[config.mk]
export PLATFORM = sky130hd
export DESIGN_NAME = tun_sqrt
export DESIGN_NICKNAME = d
export VERILOG_FILES = /design/src/rtl/core/tun_pkg.sv /design/src/rtl/core/tun_sqrt.sv
export SDC_FILE = /design/constraint.sdc
export NUM_CORES = 2
export LEC_CHECK = 0
export BUFFER_PORTS_ARGS = -buffer_cell sky130_fd_sc_hd__buf_2
export CAP_MARGIN = 15
export CELL_PAD_IN_SITES_DETAIL_PLACEMENT = 1
export CELL_PAD_IN_SITES_GLOBAL_PLACEMENT = 2
export CORE_ASPECT_RATIO = 0.75
export CORE_MARGIN = 5
export CORE_UTILIZATION = 28
export DETAILED_ROUTE_END_ITERATION = 8
export PLACE_DENSITY_LB_ADDON = 0.08
export REMOVE_ABC_BUFFERS = 1
export SYNTH_ARGS = -nofsm -noshare
export SYNTH_HDL_FRONTEND = slang
export SYNTH_SLANG_ARGS = --single-unit
[constraint.sdc]
create_clock -name i_clk -period 9.05 [get_ports i_clk]
set_clock_uncertainty 0.2 [all_clocks]
set_input_delay 0.905 -clock i_clk [delete_from_list [all_inputs] [get_ports i_clk]]
set_output_delay 0.905 -clock i_clk [all_outputs]
set_load 0.05 [all_outputs]
[src/rtl/core/tun_pkg.sv]
`timescale 1ns / 1ps
// ----------------------------------------------------------------------------
// tun_pkg
// Widths, payload types and constants for the triangle unit normal core.
// ----------------------------------------------------------------------------
package tun_pkg;

    localparam int COORD_W     = 24;   // Q12.12 vertex coordinate
    localparam int EDGE_W      = 25;   // Q13.12 edge component
    localparam int CROSS_W     = 50;   // cross product component
    localparam int MAG_W       = 49;   // magnitude of a cross component
    localparam int NORM_W      = 30;   // magnitude after the range shift
    localparam int SHIFT_W     = 5;
    localparam int SQ_W        = 2 * NORM_W;
    localparam int SUM_W       = SQ_W + 2;
    localparam int QUO_W       = 33;   // floor(2^32 m^2 / s), at most 2^32
    localparam int ROOT_W      = 17;
    localparam int RAD_W       = 2 * ROOT_W;
    localparam int OUT_W       = 16;
    localparam int DIV_STAGES  = QUO_W;
    localparam int SQRT_STAGES = ROOT_W;
    localparam int FRONT_STAGES = 7;

    localparam logic [ROOT_W-1:0] OUT_MAX = ROOT_W'(32767);

    typedef struct packed {
        logic signed [COORD_W-1:0] v0_x;
        logic signed [COORD_W-1:0] v0_y;
        logic signed [COORD_W-1:0] v0_z;
        logic signed [COORD_W-1:0] v1_x;
        logic signed [COORD_W-1:0] v1_y;
        logic signed [COORD_W-1:0] v1_z;
        logic signed [COORD_W-1:0] v2_x;
        logic signed [COORD_W-1:0] v2_y;
        logic signed [COORD_W-1:0] v2_z;
    } t_tri_in;

    typedef struct packed {
        logic signed [OUT_W-1:0] normal_x;
        logic signed [OUT_W-1:0] normal_y;
        logic signed [OUT_W-1:0] normal_z;
        logic                    degenerate;
    } t_norm_out;

    // per-item flags that ride along the arithmetic
    typedef struct packed {
        logic [2:0] neg;
        logic       degen;
    } t_side;

endpackage

[src/rtl/core/tun_sqrt.sv]
`timescale 1ns / 1ps
// ----------------------------------------------------------------------------
// tun_sqrt
// Integer square root, one result bit per stage, then rounding to Q1.15,
// saturation, sign and the degenerate case in the output register.
// ----------------------------------------------------------------------------
module tun_sqrt
    import tun_pkg::*;
(
    input  logic                   i_clk,
    input  logic                   i_rst_n,
    input  logic                   i_en,
    input  logic                   i_vld,
    input  t_side                  i_side,
    input  logic [2:0][QUO_W-1:0]  i_quo,
    output logic                   o_vld,
    output t_norm_out              o_data
);

    logic                  r_vld  [SQRT_STAGES];
    t_side                 r_side [SQRT_STAGES];
    logic [2:0][RAD_W-1:0] r_rad  [SQRT_STAGES];
    logic [2:0][RAD_W-1:0] r_res  [SQRT_STAGES];

    logic      r_out_vld;
    t_norm_out r_out;

    for (genvar j = 0; j < SQRT_STAGES; j++) begin : g_stage
        localparam logic [RAD_W-1:0] BIT = RAD_W'(1) << (2 * (SQRT_STAGES - 1 - j));

        logic                  n_vld;
        t_side                 n_side;
        logic [2:0][RAD_W-1:0] n_rad_in, n_res_in, n_rad, n_res, n_trial;

        if (j == 0) begin : g_first
            always_comb begin
                n_vld  = i_vld;
                n_side = i_side;
                for (int l = 0; l < 3; l++) begin
                    n_rad_in[l] = RAD_W'(i_quo[l]);
                    n_res_in[l] = '0;
                end
            end
        end else begin : g_next
            always_comb begin
                n_vld    = r_vld[j-1];
                n_side   = r_side[j-1];
                n_rad_in = r_rad[j-1];
                n_res_in = r_res[j-1];
            end
        end

        always_comb begin
            for (int l = 0; l < 3; l++) begin
                n_trial[l] = n_res_in[l] + BIT;
                if (n_rad_in[l] >= n_trial[l]) begin
                    n_rad[l] = n_rad_in[l] - n_trial[l];
                    n_res[l] = (n_res_in[l] >> 1) + BIT;
                end else begin
                    n_rad[l] = n_rad_in[l];
                    n_res[l] = n_res_in[l] >> 1;
                end
            end
        end

        always_ff @(posedge i_clk) begin
            if (!i_rst_n) begin
                r_vld[j] <= 1'b0;
            end else if (i_en) begin
                r_vld[j] <= n_vld;
            end
        end

        always_ff @(posedge i_clk) begin
            if (i_en) begin
                r_side[j] <= n_side;
                r_rad[j]  <= n_rad;
                r_res[j]  <= n_res;
            end
        end
    end

    // largest q with 2q-1 <= root is (root+1)/2
    logic [2:0][ROOT_W:0]     n_inc;
    logic [2:0][ROOT_W-1:0]   n_q;
    logic [2:0][OUT_W-1:0]    n_c;
    t_side                    n_last;

    always_comb begin
        n_last = r_side[SQRT_STAGES-1];
        for (int l = 0; l < 3; l++) begin
            n_inc[l] = (ROOT_W+1)'(r_res[SQRT_STAGES-1][l][ROOT_W-1:0]) + (ROOT_W+1)'(1);
            n_q[l]   = n_inc[l][ROOT_W:1];
            if (n_q[l] > OUT_MAX) begin
                n_q[l] = OUT_MAX;
            end
            if (n_last.degen) begin
                n_c[l] = '0;
            end else if (n_last.neg[l]) begin
                n_c[l] = OUT_W'(-n_q[l]);
            end else begin
                n_c[l] = OUT_W'(n_q[l]);
            end
        end
    end

    always_ff @(posedge i_clk) begin
        if (!i_rst_n) begin
            r_out_vld <= 1'b0;
        end else if (i_en) begin
            r_out_vld <= r_vld[SQRT_STAGES-1];
        end
    end

    always_ff @(posedge i_clk) begin
        if (i_en) begin
            r_out.normal_x   <= n_c[0];
            r_out.normal_y   <= n_c[1];
            r_out.normal_z   <= n_c[2];
            r_out.degenerate <= n_last.degen;
        end
    end

    assign o_vld  = r_out_vld;
    assign o_data = r_out;

endmodule
==> tab_implementation.tex <==
\begin{tabular}{lr}
\hline
Metric & Value \\
\hline
\multicolumn{2}{l}{\textbf{Status}} \\
Run status & finished clean \\
\multicolumn{2}{l}{\textbf{Flow run}} \\
Max-cap violations & 0 \\
\multicolumn{2}{l}{\textbf{Floorplan}} \\
X dimension of the die & 712.7 um \\
Number of ports placed on the die boundary & 157 \\
Die area & 0.3828 mm\^{}2 \\
Row Count & 193 \\
Area of the core & $\sim$0.37 mm\^{}2 \\
Starting utilization of the core area & 0.2812 \\
Vert. Die Dim & between 500 and 600 um \\
\multicolumn{2}{l}{\textbf{Clock tree}} \\
Count of cells resized by post-cts repair & 0 \\
Post-CTS repair timing setup buffer count & 0 \\
Clock sink total & roughly 2200 \\
Clock slew seen by the registers of the worst setup and hold paths & 0.06 ns \\
Hold Buf Count CTS & 103 \\
Inserted Clock Buffers & 263 \\
Longest Clk Path Bufs & 4 \\
CTS H-tree lvls & 5 \\
Master cell of the clock root buffer & clkbuf\_16 \\
Insertion delay of the later-clocked pin in the worst-skew pair & 0.90 ns \\
TritonCTS clock tree & yes \\
\multicolumn{2}{l}{\textbf{Timing}} \\
Total count of hold-check failures in the final report & 0 \\
Highest achievable clock rate & 247.2 MHz \\
Unrepaired setup endpoints after global routing & false \\
Number of slew-limit violations in the final report & 0 \\
Minimum clock period & 4.046 ns \\
Period utilization & 0.4470 \\
Slew margin rel. & 0.2737 \\
Worst Max-Slew Pin Slew & approximately 1.1 ns \\
Setup violation total in the final timing report & 0 \\
Worst-case hold slack & 0.1259 ns \\
Total Neg Setup Slack & 0 ns \\
\multicolumn{2}{l}{\textbf{Yosys}} \\
Total of flip-flops plus latches after synthesis & 2226 \\
Distinct cell type count after synthesis & 94 \\
Post-Syn Area per Cell & 12.96 um\^{}2 \\
Netlist area before placement & 0.1037 mm\^{}2 \\
Sequential area share after synthesis & 0.6444 \\
Gate Count Post-Synth & 8005 \\
Most used flip-flop cell after synthesis & edfxtp\_1 \\
Number of warnings reported in the yosys synthesis log & 0 \\
Number of enable-type register cells in the synthesized netlist & around 2200 \\
FFs w/ async S/R, synth & 0 \\
\multicolumn{2}{l}{\textbf{GRT}} \\
Vias in the first global route & approximately 66000 \\
Sum of overflow across all layers after global routing & 0 \\
Global Route met3 Usage & 0.01827 \\
Initial antenna violation count & 2 \\
Global-route wire length before repair & 390700 um \\
All-Layer GR Usage & 0.1268 \\
Global-route track usage on met1 & 0.1823 \\
Busiest metal layer after global routing & met2 \\
Pin count of the biggest net entering global routing & approximately 170 \\
Grt met2 use & 0.1981 \\
\multicolumn{2}{l}{\textbf{Finish}} \\
Area of all placed cells without fillers & 0.1199 mm\^{}2 \\
Layout fillers & $\sim$40000 \\
Register area & 0.06682 mm\^{}2 \\
Multi-input combinational cell area & about 0.034 mm\^{}2 \\
Utilization after layout & 0.3253 \\
Relative area change from synthesis to final layout & 15.65\% \\
Final-stage net count & 9075 \\
Fraction of layout instances using a drive strength above 1 & 0.08185 \\
\multicolumn{2}{l}{\textbf{Pwr}} \\
Worst vdd ir & around 0.13 mV \\
Pwr Density & $\sim$240 mW/mm\^{}2 \\
Leak pwr & 44.42 nW \\
\multicolumn{2}{l}{\textbf{Placed design}} \\
DP HPWL & 182200 um \\
Area post-placement & 0.1107 mm\^{}2 \\
Placer's final routability congestion estimate & 0.7797 \\
Port Buffer Count & 156 \\
\multicolumn{2}{l}{\textbf{Drt}} \\
Detailed Route WL & 245000 um \\
Post-route antenna net violation count & 0 \\
Post-detailed-route via-to-cell ratio & 4.511 \\
WL/cell & 18.10 um \\
1st-iter DRT viols & 2707 \\
Number of design rule violations left after detail routing & 0 \\
Overall via count from detail\_route & just over 60000 \\
Number of iterations in the first detailed-routing pass & 7 \\
\multicolumn{2}{l}{\textbf{Critical path}} \\
Data arrival time of the worst path & 4.46 ns \\
Required time worst endpoint & 9.47 ns \\
Critical path launch point type & flip-flop \\
Crit Path Max Fanout & 27 \\
Type of element capturing the critical path & flip-flop \\
Crit path kind & reg -> reg \\
\multicolumn{2}{l}{\textbf{Worst hold path}} \\
Hold WC Path Type & in -> reg \\
\hline
\end{tabular}
## state kept, by name, indices dropped and copies added, names as in the netlist
signal  count
r_side     68
o_data     49
r_vld      17
o_vld       1
r_rad    1632
r_res     459
## worst max-delay path, cell delays in order (launching register included)
cell      delay, ns
edfxtp_1       0.41
inv_1          0.11
ha_1           0.15
nor4b_1        0.33
nand4b_1       0.16
nor3_1         0.36
a311o_1        0.25
a2111o_1       0.74
nor4b_1        0.73
nand3b_1       0.18
xnor2_1        0.18
## routing by layer
layer | routed length (um) | up-vias
met1 | 124300 | 29320
met5 | 0 | -
li1 | - | 30720
met4 | 7002 | 0
met3 | 7490 | 374
met2 | 106300 | 656
## report_power, final
part           leakage (nW)  internal [mW]  total, mW  switching (mW)
Sequential             21.4           12.9       13.8           0.902
Clock                  4.01           5.96       10.3            4.29
Combinational          19.0           1.76       4.16            2.39
## cell type report
cell class,instances,area share
Sequential cell,2226,0.5571
Clock buffer,325,0.05813
Tap cell,4875,0.05086
Clock inverter,138,0.01004
Timing Repair Buffer,310,0.01959
Multi-Input combinational cell,5030,0.2844
Inverter,633,0.01981
Antenna cell,2,0.00004173
## synthesized netlist by cell type (12+ instances only)
| master | count | area [um^2] |
|---|---|---|
| o41ai_1 | 17 | 148.9 |
| nand2b_1 | 102 | 638.1 |
| nor4b_1 | 49 | 429.2 |
| inv_1 | 628 | 2357 |
| edfxtp_1 | 2224 | 66780 |
| o21a_1 | 126 | 945.9 |
| nand4b_1 | 20 | 175.2 |
| o31ai_1 | 70 | 525.5 |
| mux2_2 | 64 | 720.7 |
| a211oi_1 | 31 | 232.7 |
| o21ai_1 | 12 | 60.06 |
| a21o_1 | 108 | 810.8 |
| ha_1 | 504 | 6306 |
| xor2_1 | 326 | 2855 |
| or2_2 | 34 | 212.7 |
| or3_1 | 79 | 494.2 |
| o211ai_1 | 26 | 195.2 |
| a21oi_1 | 404 | 2022 |
| buf_2 | 16 | 80.08 |
| nand2_1 | 534 | 2004 |
| nand3b_1 | 28 | 210.2 |
| o21bai_1 | 24 | 180.2 |
| o21ai_0 | 364 | 1822 |
| and4b_1 | 14 | 140.1 |
| a21boi_0 | 22 | 165.2 |
| nor2b_1 | 72 | 450.4 |
| nor4_1 | 243 | 1520 |
| nand3_1 | 125 | 625.6 |
| and3_1 | 59 | 369.1 |
| nor2_1 | 552 | 2072 |
| and2_1 | 27 | 168.9 |
| clkbuf_1 | 95 | 356.6 |
| or4_1 | 46 | 345.3 |
| nand4_1 | 101 | 631.9 |
| nor3_1 | 230 | 1151 |
| o31a_1 | 16 | 140.1 |
| xnor2_1 | 372 | 3258 |
| a31oi_1 | 28 | 175.2 |
| mux2i_1 | 27 | 270.3 |
## final timing paths
kind	start	cells past startpoint	to	slack [ns]
setup / recovery	r_rad[0][1131]	10	r_rad[0][1253]	5.00
hold reg to reg	r_side[0][31]	0	r_side[0][35]	0.21
setup reg to reg	r_rad[0][1131]	10	r_rad[0][1253]	5.00
hold / removal	i_vld	2	r_vld[0]	0.13
## kinds of logic after synthesis
logic type / after synthesis / share of synthesized area
mux: 91 / 0.009555
other cells: 1 / 0.00003616
fa+ha+maj: 504 / 0.06081
simple gates: 2366 / 0.1167
xor+xnor: 698 / 0.05895
compound gates: 1365 / 0.08187
flops: 2226 / 0.6444
buf+inv: 754 / 0.02770
## metrics by stage
step | total power, mW | cells | setup slack [ns]
CTS | 28.80 | 13540 | 4.770
floorplan | 16.56 | 7889 | 4.044
global route | 29.85 | 13540 | 4.608
detailed placement | 18.21 | 12970 | 4.784
finish | 28.20 | 13540 | 5.004
global placement | 18.15 | 12970 | 4.837
## cell usage in the layout, fill, tap and decap left out, drive strengths merged, types with 34 or more instances in the layout
cell         instances
edfxtp            2224
inv                647
nor2               552
nand2              534
ha                 504
a21oi              405
o21ai              376
xnor2              372
xor2               326
clkbuf             325
nor4               244
nor3               231
buf                206
o21a               126
nand3              126
a21o               108
dlygate4sd3        103
clkinv             103
nand2b             102
nand4              101
or3                 79
nor2b               72
o31ai               70
mux2                64
and3                59
nor4b               49
or4                 47
or2                 34
No activity file was read; power rests on OpenSTA's default activity.
